--- config.mk ---
export PLATFORM = sky130hd
export DESIGN_NAME = heat_equation_stencil_1d
export DESIGN_NICKNAME = d
export VERILOG_FILES = /design/src/rtl/hes_pkg.sv /design/src/rtl/hes_ram.sv /design/src/rtl/hes_ctrl.sv /design/src/rtl/hes_datapath.sv /design/src/rtl/heat_equation_stencil_1d.sv
export VERILOG_INCLUDE_DIRS = /design/src /design/src/rtl
export SDC_FILE = /design/constraint.sdc
export NUM_CORES = 2
export LEC_CHECK = 0
export BUFFER_PORTS_ARGS = -buffer_cell sky130_fd_sc_hd__buf_2
export CORE_MARGIN = 10
export CORE_UTILIZATION = 25
export DETAILED_ROUTE_END_ITERATION = 8
export PLACE_DENSITY = 0.44
export SYNTH_ARGS = -nofsm -noshare
export SYNTH_HDL_FRONTEND = slang
export SYNTH_SLANG_ARGS = --single-unit
--- constraint.sdc ---
create_clock -name clk -period 16.45 [get_ports clk]
set_clock_uncertainty 0.15 [all_clocks]
set_input_delay 3.29 -clock clk [delete_from_list [all_inputs] [get_ports clk]]
set_output_delay 3.29 -clock clk [all_outputs]
set_load 0.02 [all_outputs]
--- src/rtl/assert_macros.svh ---
// ----------------------------------------------------------------------------
// Assertion macros
// Shared concurrent assertion wrappers; compiled out when ASSERT_OFF is set.
// ----------------------------------------------------------------------------
`ifndef ASSERT_MACROS_SVH
`define ASSERT_MACROS_SVH

`ifndef ASSERT_OFF

// cons must hold in the same cycle as ante
`define HES_ASSERT_IMPLIES(label, clk, rst_n, ante, cons, msg) \
	label: assert property (@(posedge clk) disable iff (!rst_n) (ante) |-> (cons)) \
		else $error(msg);

// cons must hold in the cycle after ante
`define HES_ASSERT_NEXT(label, clk, rst_n, ante, cons, msg) \
	label: assert property (@(posedge clk) disable iff (!rst_n) (ante) |=> (cons)) \
		else $error(msg);

// cond must never be true
`define HES_ASSERT_NEVER(label, clk, rst_n, cond, msg) \
	label: assert property (@(posedge clk) disable iff (!rst_n) !(cond)) \
		else $error(msg);

`else

`define HES_ASSERT_IMPLIES(label, clk, rst_n, ante, cons, msg)
`define HES_ASSERT_NEXT(label, clk, rst_n, ante, cons, msg)
`define HES_ASSERT_NEVER(label, clk, rst_n, cond, msg)

`endif

`endif

--- src/rtl/hes_pkg.sv ---
// ----------------------------------------------------------------------------
// hes_pkg
// Widths, register indexes and controller/datapath interface types.
// ----------------------------------------------------------------------------
`timescale 1ns / 1ps

package hes_pkg;

	localparam int DATA_W    = 32;
	localparam int RATIO_W   = 16;
	localparam int STEP_W    = 16;
	localparam int LEN_W     = 7;
	localparam int INDEX_W   = 6;
	localparam int CFG_IDX_W = 2;

	// arithmetic widths
	localparam int SUM_W    = DATA_W + 1;          // left + right
	localparam int WEIGHT_W = RATIO_W + 2;         // signed 1 - 2r, up to 1.0
	localparam int PROD_W   = SUM_W + RATIO_W + 1;
	localparam int ACC_W    = PROD_W + 1;
	localparam int Q_W      = ACC_W - RATIO_W;

	localparam logic [RATIO_W-1:0] RATIO_CAP = 16'h8000;
	localparam logic [RATIO_W:0]   RATIO_ONE = 17'h1_0000;
	localparam logic [ACC_W-1:0]   ROUND_HALF = ACC_W'(RATIO_CAP);

	localparam logic [CFG_IDX_W-1:0] REG_RATIO  = 2'd0;
	localparam logic [CFG_IDX_W-1:0] REG_STEPS  = 2'd1;
	localparam logic [CFG_IDX_W-1:0] REG_LENGTH = 2'd2;

	// drain between the last read of a sweep and the next access
	localparam int DRAIN_CYCLES = 4;

	typedef struct packed {
		logic               load_we;
		logic [INDEX_W-1:0] load_addr;
		logic               rd_en;
		logic               rd_sweep;
		logic               rd_emit;
		logic               rd_last;
		logic [INDEX_W-1:0] rd_addr;
	} hes_cmd_t;

	typedef struct packed {
		logic emit_slot_free;
		logic out_last_taken;
	} hes_status_t;

endpackage

--- src/rtl/hes_ram.sv ---
// ----------------------------------------------------------------------------
// hes_ram
// Simple dual-port RAM: one write port, one read port with registered data.
// ----------------------------------------------------------------------------
`timescale 1ns / 1ps

module hes_ram #(
	parameter int WIDTH = 32,
	parameter int DEPTH = 64
) (
	input  logic                     clk,
	input  logic                     we,
	input  logic [$clog2(DEPTH)-1:0] waddr,
	input  logic [WIDTH-1:0]         wdata,
	input  logic                     re,
	input  logic [$clog2(DEPTH)-1:0] raddr,
	output logic [WIDTH-1:0]         rdata
);

	logic [WIDTH-1:0] mem_q [DEPTH];

	always_ff @(posedge clk) begin
		if (we) begin
			mem_q[waddr] <= wdata;
		end
		if (re) begin
			rdata <= mem_q[raddr];
		end
	end

endmodule

--- src/rtl/hes_ctrl.sv ---
// ----------------------------------------------------------------------------
// hes_ctrl
// Sequencer: load, sweep passes with pipeline drain, then read-out.
// ----------------------------------------------------------------------------
`timescale 1ns / 1ps

module hes_ctrl #(
	parameter int MAX_POINTS = 64
) (
	input  logic                        clk,
	input  logic                        arst_n,
	input  logic                        in_valid,
	output logic                        in_ready,
	input  logic                        last_sample,
	input  logic [hes_pkg::STEP_W-1:0]  step_count,
	input  logic [hes_pkg::LEN_W-1:0]   grid_length,
	output hes_pkg::hes_cmd_t           cmd,
	input  hes_pkg::hes_status_t        status
);

	localparam int DRAIN_W = $clog2(hes_pkg::DRAIN_CYCLES);
	localparam logic [DRAIN_W-1:0] DRAIN_LAST = DRAIN_W'(hes_pkg::DRAIN_CYCLES - 1);
	localparam logic [hes_pkg::LEN_W-1:0] MAX_LEN = hes_pkg::LEN_W'(MAX_POINTS);

	typedef enum logic [2:0] {
		S_LOAD,
		S_SWEEP,
		S_DRAIN,
		S_EMIT,
		S_WAIT
	} state_t;

	state_t                      state_q;
	logic [hes_pkg::LEN_W-1:0]   load_pos_q;
	logic [hes_pkg::LEN_W-1:0]   idx_q;
	logic [hes_pkg::STEP_W-1:0]  step_q;
	logic [DRAIN_W-1:0]          drain_q;

	logic [hes_pkg::LEN_W-1:0]   len;
	logic [hes_pkg::LEN_W-1:0]   len_last;
	logic                        in_accept;
	logic                        at_end;

	assign len       = (grid_length > MAX_LEN) ? MAX_LEN : grid_length;
	assign len_last  = len - hes_pkg::LEN_W'(1);
	assign in_ready  = (state_q == S_LOAD);
	assign in_accept = in_valid && in_ready;
	assign at_end    = (idx_q == len_last);

	always_comb begin
		cmd           = '0;
		cmd.load_we   = in_accept && (load_pos_q < MAX_LEN);
		cmd.load_addr = load_pos_q[hes_pkg::INDEX_W-1:0];
		cmd.rd_sweep  = (state_q == S_SWEEP);
		cmd.rd_emit   = (state_q == S_EMIT) && status.emit_slot_free;
		cmd.rd_en     = cmd.rd_sweep || cmd.rd_emit;
		cmd.rd_last   = at_end;
		cmd.rd_addr   = idx_q[hes_pkg::INDEX_W-1:0];
	end

	always_ff @(posedge clk or negedge arst_n) begin
		if (!arst_n) begin
			state_q    <= S_LOAD;
			load_pos_q <= '0;
			idx_q      <= '0;
			step_q     <= '0;
			drain_q    <= '0;
		end else begin
			unique case (state_q)
				S_LOAD: begin
					if (in_accept) begin
						if (last_sample) begin
							load_pos_q <= '0;
							idx_q      <= '0;
							step_q     <= step_count;
							if (len == '0) begin
								state_q <= S_LOAD;
							end else if (len >= hes_pkg::LEN_W'(3) && step_count != '0) begin
								state_q <= S_SWEEP;
							end else begin
								state_q <= S_EMIT;
							end
						end else if (cmd.load_we) begin
							load_pos_q <= load_pos_q + hes_pkg::LEN_W'(1);
						end
					end
				end
				S_SWEEP: begin
					if (at_end) begin
						idx_q   <= '0;
						drain_q <= '0;
						state_q <= S_DRAIN;
					end else begin
						idx_q <= idx_q + hes_pkg::LEN_W'(1);
					end
				end
				S_DRAIN: begin
					// let the last writes of the pass land before reading again
					if (drain_q == DRAIN_LAST) begin
						step_q <= step_q - hes_pkg::STEP_W'(1);
						if (step_q == hes_pkg::STEP_W'(1)) begin
							state_q <= S_EMIT;
						end else begin
							state_q <= S_SWEEP;
						end
					end else begin
						drain_q <= drain_q + DRAIN_W'(1);
					end
				end
				S_EMIT: begin
					if (status.emit_slot_free) begin
						if (at_end) begin
							state_q <= S_WAIT;
						end else begin
							idx_q <= idx_q + hes_pkg::LEN_W'(1);
						end
					end
				end
				S_WAIT: begin
					if (status.out_last_taken) begin
						state_q <= S_LOAD;
					end
				end
				default: begin
					state_q <= S_LOAD;
				end
			endcase
		end
	end

endmodule

--- src/rtl/hes_datapath.sv ---
// ----------------------------------------------------------------------------
// hes_datapath
// Grid store, three-point window, stencil pipeline and output register.
// ----------------------------------------------------------------------------
`timescale 1ns / 1ps

module hes_datapath #(
	parameter int MAX_POINTS = 64
) (
	input  logic                                clk,
	input  logic                                arst_n,
	input  hes_pkg::hes_cmd_t                   cmd,
	output hes_pkg::hes_status_t                status,
	input  logic signed [hes_pkg::DATA_W-1:0]   sample_value,
	input  logic [hes_pkg::RATIO_W-1:0]         ratio,
	input  logic                                out_ready,
	output logic                                out_valid,
	output logic [hes_pkg::INDEX_W-1:0]         point_index,
	output logic signed [hes_pkg::DATA_W-1:0]   point_value,
	output logic                                last_point
);

	localparam int ADDR_W = $clog2(MAX_POINTS);

	// grid store
	logic                         ram_we;
	logic [ADDR_W-1:0]            ram_waddr;
	logic [hes_pkg::DATA_W-1:0]   ram_wdata;
	logic [hes_pkg::DATA_W-1:0]   ram_rdata;
	logic signed [hes_pkg::DATA_W-1:0] rd_sgn;

	// window and pipeline
	logic                                rvld_q;
	logic [hes_pkg::INDEX_W-1:0]         ridx_q;
	logic signed [hes_pkg::DATA_W-1:0]   prev1_q;
	logic signed [hes_pkg::DATA_W-1:0]   prev2_q;

	logic                                vld_s1;
	logic [hes_pkg::INDEX_W-1:0]         idx_s1;
	logic signed [hes_pkg::SUM_W-1:0]    sum_s1;
	logic signed [hes_pkg::DATA_W-1:0]   centre_s1;

	logic                                vld_s2;
	logic [hes_pkg::INDEX_W-1:0]         idx_s2;
	logic signed [hes_pkg::PROD_W-1:0]   side_s2;
	logic signed [hes_pkg::PROD_W-1:0]   mid_s2;

	logic                                vld_s3;
	logic [hes_pkg::INDEX_W-1:0]         idx_s3;
	logic signed [hes_pkg::DATA_W-1:0]   res_s3;

	logic [hes_pkg::RATIO_W:0]           weight;
	logic signed [hes_pkg::WEIGHT_W-1:0] weight_sgn;
	logic signed [hes_pkg::RATIO_W:0]    ratio_sgn;
	logic signed [hes_pkg::PROD_W-1:0]   side_prod;
	logic signed [hes_pkg::PROD_W-1:0]   mid_prod;
	logic [hes_pkg::ACC_W-1:0]           acc;
	logic signed [hes_pkg::Q_W-1:0]      quot;
	logic signed [hes_pkg::DATA_W-1:0]   sat;

	// read-out
	logic                                emit_pend_q;
	logic [hes_pkg::INDEX_W-1:0]         emit_idx_q;
	logic                                emit_last_q;
	logic                                move;
	logic                                out_valid_q;
	logic [hes_pkg::INDEX_W-1:0]         out_index_q;
	logic [hes_pkg::DATA_W-1:0]          out_value_q;
	logic                                out_last_q;

	assign ram_we    = cmd.load_we || vld_s3;
	assign ram_waddr = cmd.load_we ? cmd.load_addr[ADDR_W-1:0] : idx_s3[ADDR_W-1:0];
	assign ram_wdata = cmd.load_we ? sample_value : res_s3;
	assign rd_sgn    = signed'(ram_rdata);

	hes_ram #(
		.WIDTH (hes_pkg::DATA_W),
		.DEPTH (MAX_POINTS)
	) u_grid (
		.clk   (clk),
		.we    (ram_we),
		.waddr (ram_waddr),
		.wdata (ram_wdata),
		.re    (cmd.rd_en),
		.raddr (cmd.rd_addr[ADDR_W-1:0]),
		.rdata (ram_rdata)
	);

	// r*(left + right) + (1 - 2r)*centre, rounded half up, saturated
	assign weight     = hes_pkg::RATIO_ONE - {ratio, 1'b0};
	assign weight_sgn = signed'({1'b0, weight});
	assign ratio_sgn  = signed'({1'b0, ratio});
	assign side_prod  = hes_pkg::PROD_W'(sum_s1) * hes_pkg::PROD_W'(ratio_sgn);
	assign mid_prod   = hes_pkg::PROD_W'(centre_s1) * hes_pkg::PROD_W'(weight_sgn);

	assign acc  = hes_pkg::ACC_W'(side_s2) + hes_pkg::ACC_W'(mid_s2) + hes_pkg::ROUND_HALF;
	assign quot = signed'(acc[hes_pkg::ACC_W-1:hes_pkg::RATIO_W]);

	always_comb begin
		if (&quot[hes_pkg::Q_W-1:hes_pkg::DATA_W-1] || ~|quot[hes_pkg::Q_W-1:hes_pkg::DATA_W-1]) begin
			sat = quot[hes_pkg::DATA_W-1:0];
		end else if (quot[hes_pkg::Q_W-1]) begin
			sat = {1'b1, {(hes_pkg::DATA_W-1){1'b0}}};
		end else begin
			sat = {1'b0, {(hes_pkg::DATA_W-1){1'b1}}};
		end
	end

	always_ff @(posedge clk or negedge arst_n) begin
		if (!arst_n) begin
			rvld_q <= 1'b0;
			vld_s1 <= 1'b0;
			vld_s2 <= 1'b0;
			vld_s3 <= 1'b0;
		end else begin
			rvld_q <= cmd.rd_en && cmd.rd_sweep;
			// a new value only exists once both neighbours have been read
			vld_s1 <= rvld_q && (ridx_q >= hes_pkg::INDEX_W'(2));
			vld_s2 <= vld_s1;
			vld_s3 <= vld_s2;
		end
	end

	always_ff @(posedge clk) begin
		if (cmd.rd_en) begin
			ridx_q <= cmd.rd_addr;
		end
		if (rvld_q) begin
			prev1_q <= rd_sgn;
			prev2_q <= prev1_q;
		end
		sum_s1    <= hes_pkg::SUM_W'(prev2_q) + hes_pkg::SUM_W'(rd_sgn);
		centre_s1 <= prev1_q;
		idx_s1    <= ridx_q - hes_pkg::INDEX_W'(1);
		side_s2   <= side_prod;
		mid_s2    <= mid_prod;
		idx_s2    <= idx_s1;
		res_s3    <= sat;
		idx_s3    <= idx_s2;
	end

	// read data register acts as a stage ahead of the output word
	assign move = emit_pend_q && (!out_valid_q || out_ready);

	always_ff @(posedge clk or negedge arst_n) begin
		if (!arst_n) begin
			emit_pend_q <= 1'b0;
			out_valid_q <= 1'b0;
		end else begin
			if (cmd.rd_emit) begin
				emit_pend_q <= 1'b1;
			end else if (move) begin
				emit_pend_q <= 1'b0;
			end
			if (move) begin
				out_valid_q <= 1'b1;
			end else if (out_ready) begin
				out_valid_q <= 1'b0;
			end
		end
	end

	always_ff @(posedge clk) begin
		if (cmd.rd_emit) begin
			emit_idx_q  <= cmd.rd_addr;
			emit_last_q <= cmd.rd_last;
		end
		if (move) begin
			out_index_q <= emit_idx_q;
			out_value_q <= ram_rdata;
			out_last_q  <= emit_last_q;
		end
	end

	assign status.emit_slot_free = !emit_pend_q || move;
	assign status.out_last_taken = out_valid_q && out_ready && out_last_q;

	assign out_valid   = out_valid_q;
	assign point_index = out_index_q;
	assign point_value = signed'(out_value_q);
	assign last_point  = out_last_q;

endmodule

--- src/rtl/heat_equation_stencil_1d.sv ---
// ----------------------------------------------------------------------------
// heat_equation_stencil_1d
// Explicit FTCS heat-equation solver over a 1-D fixed-point grid.
//
//   channel | direction | handshake            | payload
//   cfg     | in        | cfg_valid/cfg_ready  | cfg_index, cfg_data
//   in      | in        | in_valid/in_ready    | sample_value, last_sample
//   out     | out       | out_valid/out_ready  | point_index, point_value, last_point
//
// Load takes one sample word a cycle; a grid length of zero emits nothing.
// After the last word, if L >= 3, each of step_count sweeps reads the grid once
// through the RAM read port: L points, then a pipeline drain.
// Read-out then gives one word a cycle while out_ready stays high.
// Reset clears control and sets the registers; the grid store is not cleared.
// in_ready stays low from the last sample until the last point is taken (L > 0).
// ----------------------------------------------------------------------------
`timescale 1ns / 1ps

`include "assert_macros.svh"

module heat_equation_stencil_1d #(
	parameter int MAX_POINTS = 64
) (
	input  logic                                 clk,
	input  logic                                 arst_n,

	input  logic                                 cfg_valid,
	output logic                                 cfg_ready,
	input  logic [hes_pkg::CFG_IDX_W-1:0]        cfg_index,
	input  logic [hes_pkg::STEP_W-1:0]           cfg_data,

	input  logic                                 in_valid,
	output logic                                 in_ready,
	input  logic signed [hes_pkg::DATA_W-1:0]    sample_value,
	input  logic                                 last_sample,

	output logic                                 out_valid,
	input  logic                                 out_ready,
	output logic [hes_pkg::INDEX_W-1:0]          point_index,
	output logic signed [hes_pkg::DATA_W-1:0]    point_value,
	output logic                                 last_point
);

	logic [hes_pkg::RATIO_W-1:0] ratio_q;
	logic [hes_pkg::STEP_W-1:0]  steps_q;
	logic [hes_pkg::LEN_W-1:0]   length_q;
	logic [hes_pkg::RATIO_W-1:0] ratio_eff;
	logic                        out_take;

	hes_pkg::hes_cmd_t    cmd;
	hes_pkg::hes_status_t status;

	assign cfg_ready = 1'b1;

	always_ff @(posedge clk or negedge arst_n) begin
		if (!arst_n) begin
			ratio_q  <= hes_pkg::RATIO_CAP;
			steps_q  <= hes_pkg::STEP_W'(1);
			length_q <= hes_pkg::LEN_W'(64);
		end else if (cfg_valid && cfg_ready) begin
			unique case (cfg_index)
				hes_pkg::REG_RATIO:  ratio_q  <= cfg_data[hes_pkg::RATIO_W-1:0];
				hes_pkg::REG_STEPS:  steps_q  <= cfg_data[hes_pkg::STEP_W-1:0];
				hes_pkg::REG_LENGTH: length_q <= cfg_data[hes_pkg::LEN_W-1:0];
				default: begin
				end
			endcase
		end
	end

	// ratio above one half is held at one half
	assign ratio_eff = (ratio_q > hes_pkg::RATIO_CAP) ? hes_pkg::RATIO_CAP : ratio_q;

	hes_ctrl #(
		.MAX_POINTS (MAX_POINTS)
	) u_ctrl (
		.clk         (clk),
		.arst_n      (arst_n),
		.in_valid    (in_valid),
		.in_ready    (in_ready),
		.last_sample (last_sample),
		.step_count  (steps_q),
		.grid_length (length_q),
		.cmd         (cmd),
		.status      (status)
	);

	hes_datapath #(
		.MAX_POINTS (MAX_POINTS)
	) u_datapath (
		.clk          (clk),
		.arst_n       (arst_n),
		.cmd          (cmd),
		.status       (status),
		.sample_value (sample_value),
		.ratio        (ratio_eff),
		.out_ready    (out_ready),
		.out_valid    (out_valid),
		.point_index  (point_index),
		.point_value  (point_value),
		.last_point   (last_point)
	);

	assign out_take = out_valid && out_ready;

	`HES_ASSERT_NEVER(a_no_overlap, clk, arst_n, in_ready && out_valid, "load in read-out")
	`HES_ASSERT_NEXT(a_reopen, clk, arst_n, out_take && last_point, in_ready, "input still shut")
	`HES_ASSERT_NEXT(a_held_shut, clk, arst_n, out_take && !last_point, !in_ready, "early reopen")

endmodule
### Word-level counts from Yosys, hierarchy flattened

Memories as Yosys holds them, arrays and structs flattened. A register that Yosys moved wholly into a read port is not among the register bits.
Index checks and enable logic that the tools add are counted.

* word-level logic and storage cells: 141
* bits in registers: 411
* RAM bits: 2048
* memories: 1

* reductions and logical operators: 37
* eq/ne operators: 18
* $lt $le $gt $ge: 5
* multipliers: 2
* $add $sub $neg: 10
* muxes and demuxes: 38

Memory list
* u_datapath.u_grid.mem_q: words 64, width 32, rd ports 1, clocked after Yosys merged registers in 1, wr ports 1, line hes_ram.sv:20 `logic [WIDTH-1:0] mem_q [DEPTH];`

Operators by type and width (count)
* $mux 32: 3
* $mux 16: 4
* $mux 7: 8
* $add 50x50->51: 1
* $add 51x16->51 const B: 1
* $mul 32x18->50: 1
* $mul 33x17->50: 1
* $add 32x32->33: 1
* $pmux 16 s2: 1
* $mux 3: 8
* $pmux 7 s3: 1
* $sub 17x17->17 const A: 1
* $eq 16x1->1 const B: 1
* $gt 16x16->1 const B: 1
* $reduce_bool 16->1: 1
* $sub 16x1->16 const B: 1
* $pmux 3 s5: 1
* $add 7x1->7 const B: 2
* $ne 2x2->1 const B: 6
* $reduce_bool 2->1: 5
* $logic_and 1x1->1: 9
* $mux 2: 4
* $reduce_and 4->1: 2
* $eq 7x7->1: 1
* other kinds (27): 45

### Depth between registers and ports, before layout

* word-level depth: 9
* mapped depth: 36

### By module

From an unflattened synthesis, not the netlist that was laid out.

* cell total of the unflattened synthesis: 8930
* area total of the unflattened synthesis: 132882.4 µm²

By module, submodules not included
* hes_ram: instances 1, area an instance 78835.6 µm², seq. area each 62459.9 µm², cells an instance 3324
* hes_datapath: instances 1, area an instance 49904.1 µm², seq. area each 7897.6 µm², cells an instance 5189
* hes_ctrl: instances 1, area an instance 2551.2 µm², seq. area each 875.8 µm², cells an instance 315
* heat_equation_stencil_1d: instances 1, area an instance 1591.5 µm², seq. area each 979.7 µm², cells an instance 102

### Worst setup path before layout

OpenSTA, ideal clock, no wires.

* kind: flip-flop to flip-flop
* start point: register ratio_q[15] in the netlist's numbering
* end point: register u_datapath.mid_s2[42] in the netlist's numbering
* slack: 8.136 ns
* setup time: 0.127 ns
* period minus slack after synthesis: 8.314 ns
* buffers on the path: 4
* cell stages (with the launch flop): 36
* arrival time: 8.037 ns
* cells stage by stage: dfstp_2 > buf_2 > nor2b_1 > clkbuf_1 > clkbuf_1 > inv_1 > ha_1 > nand2_1 > or3_1 > nor2_1 > xnor2_1 > clkbuf_1 > nand2_1 > fa_1 > inv_1 > fa_1 > inv_1 > fa_1 > inv_1 > fa_1 > fa_1 > inv_1 > fa_1 > inv_1 > ha_1 > a21o_1 > a211oi_1 > o21ai_1 > a31o_2 > a41oi_1 > o21ai_1 > a31oi_1 > o31ai_2 > a211oi_1 > o21bai_1 > xor2_1

* cells in the longest elaborated chain, start to end: 4

RTL lines
* from (decl): line heat_equation_stencil_1d.sv:44 `logic [hes_pkg::RATIO_W-1:0] ratio_q;`
* from (signal assigned): line heat_equation_stencil_1d.sv:57 `ratio_q <= hes_pkg::RATIO_CAP;`
* from (signal assigned): line heat_equation_stencil_1d.sv:62 `hes_pkg::REG_RATIO: ratio_q <= cfg_data[hes_pkg::RATIO_W-1:0];`
* $gt 16x16->1: line heat_equation_stencil_1d.sv:72 `assign ratio_eff = (ratio_q > hes_pkg::RATIO_CAP) ? hes_pkg::RATIO_CAP : ratio_q;`
* $mux 16 (*): line heat_equation_stencil_1d.sv:72
* $sub 17x17->17 (*): line hes_datapath.sv:90 `assign weight = hes_pkg::RATIO_ONE - {ratio, 1'b0};`
* $mul 32x18->50 (*): line hes_datapath.sv:94 `assign mid_prod = hes_pkg::PROD_W'(centre_s1) * hes_pkg::PROD_W'(weight_sgn);`
* net u_datapath.mid_prod, one bit: line hes_datapath.sv:56 `logic signed [hes_pkg::PROD_W-1:0] mid_prod;`
* to (signal assigned): line hes_datapath.sv:136 `mid_s2 <= mid_prod;`
* to (decl): line hes_datapath.sv:46 `logic signed [hes_pkg::PROD_W-1:0] mid_s2;`

Mark *: on every way through the listed nets, which the timed path passes. The rest lies on a longest branch.
A chain may end at the register's enable or synchronous reset.

### Worst setup path in the final report

* start point: register ratio_q[15] in the netlist's numbering
* end point: register u_datapath.mid_s2[49] in the netlist's numbering

Same word-level chain as after synthesis.

==> out/metrics.csv <==
stage,metric,value,unit
yosys,synth_seq_area_share,54.4,%
yosys,yosys-top-cells-count,"edfxtp_1, inv_1, fa_1, nand2_1, mux4_2",
yosys,synth-warning-count,0,
global_route,grt_busiest_layer,met2,
clock_network,cts.clk_slew.worst_paths,0.07,ns
setup_path,critPathRequiredTime,17.05,ns
run,maxCapViolations,0,
yosys,yosys.cell_types.count,85,
drt,wl_per_cell,25.1,microns
global_route,gr-usage-met2,23.6,%
place,dp_hpwl,262000,microns
floorplanning,start_util,25.1,%
setup_path,slowest_delay,0.80,ns
sta,period_share,68.7,%
drt,dr.first_iter.drc_count,6073,
final_layout,syn_to_final_growth,14.1,%
yosys,avgSynthCellArea,15.1,sq um
yosys,synth_area_leaders,"edfxtp_1, fa_1, mux4_2, ha_1, inv_1",
final_layout,nets,10400,
drt,vias,73500,
sta,worst_slew_pin_slew,1.39,ns
global_route,grt_pass1_vias,79300,
yosys,synth.top_cell.area_share,49.7,%
global_route,grt_overflow,0,
global_route,grtUsageMet1,19.5,%
place,portBuffers,96,
clock_network,clock-sinks,2489,
sta,finalHoldViolCount,0,
yosys,syn_area,0.133,sq mm
setup_path,r2r-end,u_datapath.mid_s2[49],
global_route,grt_first_pass_wirelength,587000,microns
floorplanning,ios,98,
global_route,grt_antenna_before_repair,52,
setup_path,r2r-start,ratio_q[15],
yosys,yosysTopAreaCell,edfxtp_1,
place,place_congestion,0.826,
worst_hold_path,hold_depth,0,
clock_network,cts_tree,yes,
sta,setup_ws,5.15,ns
floorplanning,fp.dieArea,0.560,sq mm
floorplanning,die_w,749,microns
worst_hold_path,hold_path.class,register to register,
sta,maxSlewViolCount,0,
setup_path,ff2ff_setup_slack,5.15,ns
global_route,met3_usage,2.20,%
place,dp.cells,15700,
setup_path,critPathKind,register to register,
final_layout,final_cell_count_no_fill,16200,
floorplanning,core-area,0.529,sq mm
final_layout,fill_cells,52800,
floorplanning,core.rowCount,267,
worst_hold_path,hp-start,u_datapath.idx_s2[2],
clock_network,cts_htree_levels,5,
setup_path,path_delay_family,simple AND/OR/NAND/NOR gates,
setup_path,worstRegToRegCells,31,
yosys,syn_inst,8795,
sta,slew_headroom,7.06,%
worst_hold_path,whs_endpoint,u_datapath.idx_s3[2],
drt,totalWireLength,406000,microns
clock_network,cts-resized-gates,0,
place,pre_cts_ws,5.22,ns
drt,postRouteAntennaNets,0,
clock_network,cts_buffers,273,
yosys,syn_nets,10200,
drt,drt_pass1_iterations,5,
global_route,grt.total_usage,14.3,%
global_route,grt_max_degree,130,
drt,drc_errors,0,
setup_path,cp-start-kind,register,
clock_network,cts_buffer_depth,4,
final_layout,drive_gt1_share,16.7,%
yosys,synth_ff_type,edfxtp_1,
yosys,yosysMostFrequentCell,edfxtp_1,
sta,fmax,88.5,MHz
drt,drt-vias-per-instance,4.55,
yosys,synth-seq-cells,2489,
run_status,status,"finished, final reports clean",
sta,final-setup-viol-count,0,
clock_network,ctsHoldBuffers,0,
setup_path,cpMostUsedCell,fa_1,
sta,fin_crit,11.30,ns
sta,rsz0062_at_grt,no,
setup_path,cp-end-kind,register,
setup_path,critPathArrivalTime,11.91,ns
yosys,ys_async_sr_fraction,3.21,%
setup_path,critPathBufInv,5,
clock_network,cts-root-buf,clkbuf_16,
sta,fin_hold_ws,0.170,ns
floorplanning,die_h,749,microns
setup_path,crit_fanout,48,
setup_path,cp_slowest_cell,nor4_1,
clock_network,post_cts_buffers,0,
clock_network,insertion_delay,0.90,ns
yosys,synth_edf_count,2196,
sta,fin_setup_tns,0,ns
[cells by family after synthesis]
| group | after synthesis | synth area share (%) |
|---|---|---|
| other | 1 | 0.00283 |
| DFF | 2489 | 54.4 |
| AOI/OAI and AO/OA | 570 | 2.78 |
| muxes | 717 | 11.8 |
| xor gates and xnor gates | 182 | 1.21 |
| buffers and inverters | 1696 | 4.83 |
| adders and majority gates | 1395 | 18.8 |
| and+or+nand+nor | 1745 | 6.23 |
[cells in the final DEF, fill, tap and decap left out, types with 47 or more instances in the layout]
cell type / n
fa_1: 992
and2_1: 406
o21ai_0: 95
a21oi_1: 180
buf_4: 153
xor2_1: 51
xnor2_1: 117
a21o_1: 102
mux4_2: 672
nor2_4: 61
edfxtp_1: 2196
inv_1: 1317
buf_2: 95
clkbuf_16: 279
dfrtp_1: 70
clkbuf_1: 50
nor2_1: 136
nand3_1: 47
nor3_1: 48
nand2_1: 807
ha_1: 403
dfxtp_1: 213
[registers in the layout, indices dropped and copies added, names as in the netlist, 32 cells and up]
name and cells:
u_datapath.u_grid.mem_q 2048, u_datapath.mid_s2 49, u_datapath.side_s2 49, u_datapath.sum_s1 33
u_datapath.centre_s1 32, u_datapath.point_value 32, u_datapath.prev1_q 32, u_datapath.prev2_q 32
u_datapath.res_s3 32, u_datapath.u_grid.rdata 32
[cell type report]
cell class | count | area (sq um) | share of cell area [%]
Antenna cell | 15 | 37.5 | 0.0248
Multi-Input combinational cell | 4610 | 54900 | 36.2
Clock inverter | 144 | 1590 | 1.05
Clock buffer | 339 | 7310 | 4.82
Tap cell | 6994 | 8750 | 5.78
Inverter | 1317 | 4940 | 3.26
Sequential cell | 2489 | 72200 | 47.7
Timing Repair Buffer | 254 | 1740 | 1.15
[per-layer routing]
layer | wire, microns | share of wire (%) | up-vias
met5 | 49 | 0.012 | -
met4 | 11100 | 2.7 | 8
met3 | 22800 | 5.6 | 509
met2 | 194000 | 48 | 2020
met1 | 179000 | 44 | 39900
li1 | - | - | 31100
[metrics by stage]
| stage | util [%] | area (sq um) |
|---|---|---|
| detailed placement | 27.0 | 143000 |
| global placement | 27.0 | 143000 |
| finish | 28.6 | 151000 |
| CTS | 28.6 | 151000 |
| global route | 28.6 | 151000 |
| floorplan | - | 133000 |
[how the worst max path moves through the flow]
stage           startpoint                    end  cells after the start
2_1_floorplan  ratio_q[15]  u_datapath.mid_s2[42]                     35
3_3_place_gp   ratio_q[15]  u_datapath.mid_s2[45]                     34
3_5_place_dp   ratio_q[15]  u_datapath.mid_s2[45]                     31
4_1_cts        ratio_q[15]  u_datapath.mid_s2[45]                     31
5_1_grt        ratio_q[15]  u_datapath.mid_s2[49]                     31
6_report       ratio_q[15]  u_datapath.mid_s2[49]                     31
[worst reg2reg max path: cells and delay by family, from the launching register on]
family,cells,cell delay [ns]
buf+inv,5,1.39
flops,1,0.51
compound gates,4,1.15
simple gates,14,4.57
xor+xnor,1,0.14
fa+ha+maj,7,3.27
Power is not shown: default switching activity piles up to over one toggle a cycle in this logic, so the estimate is an artifact.
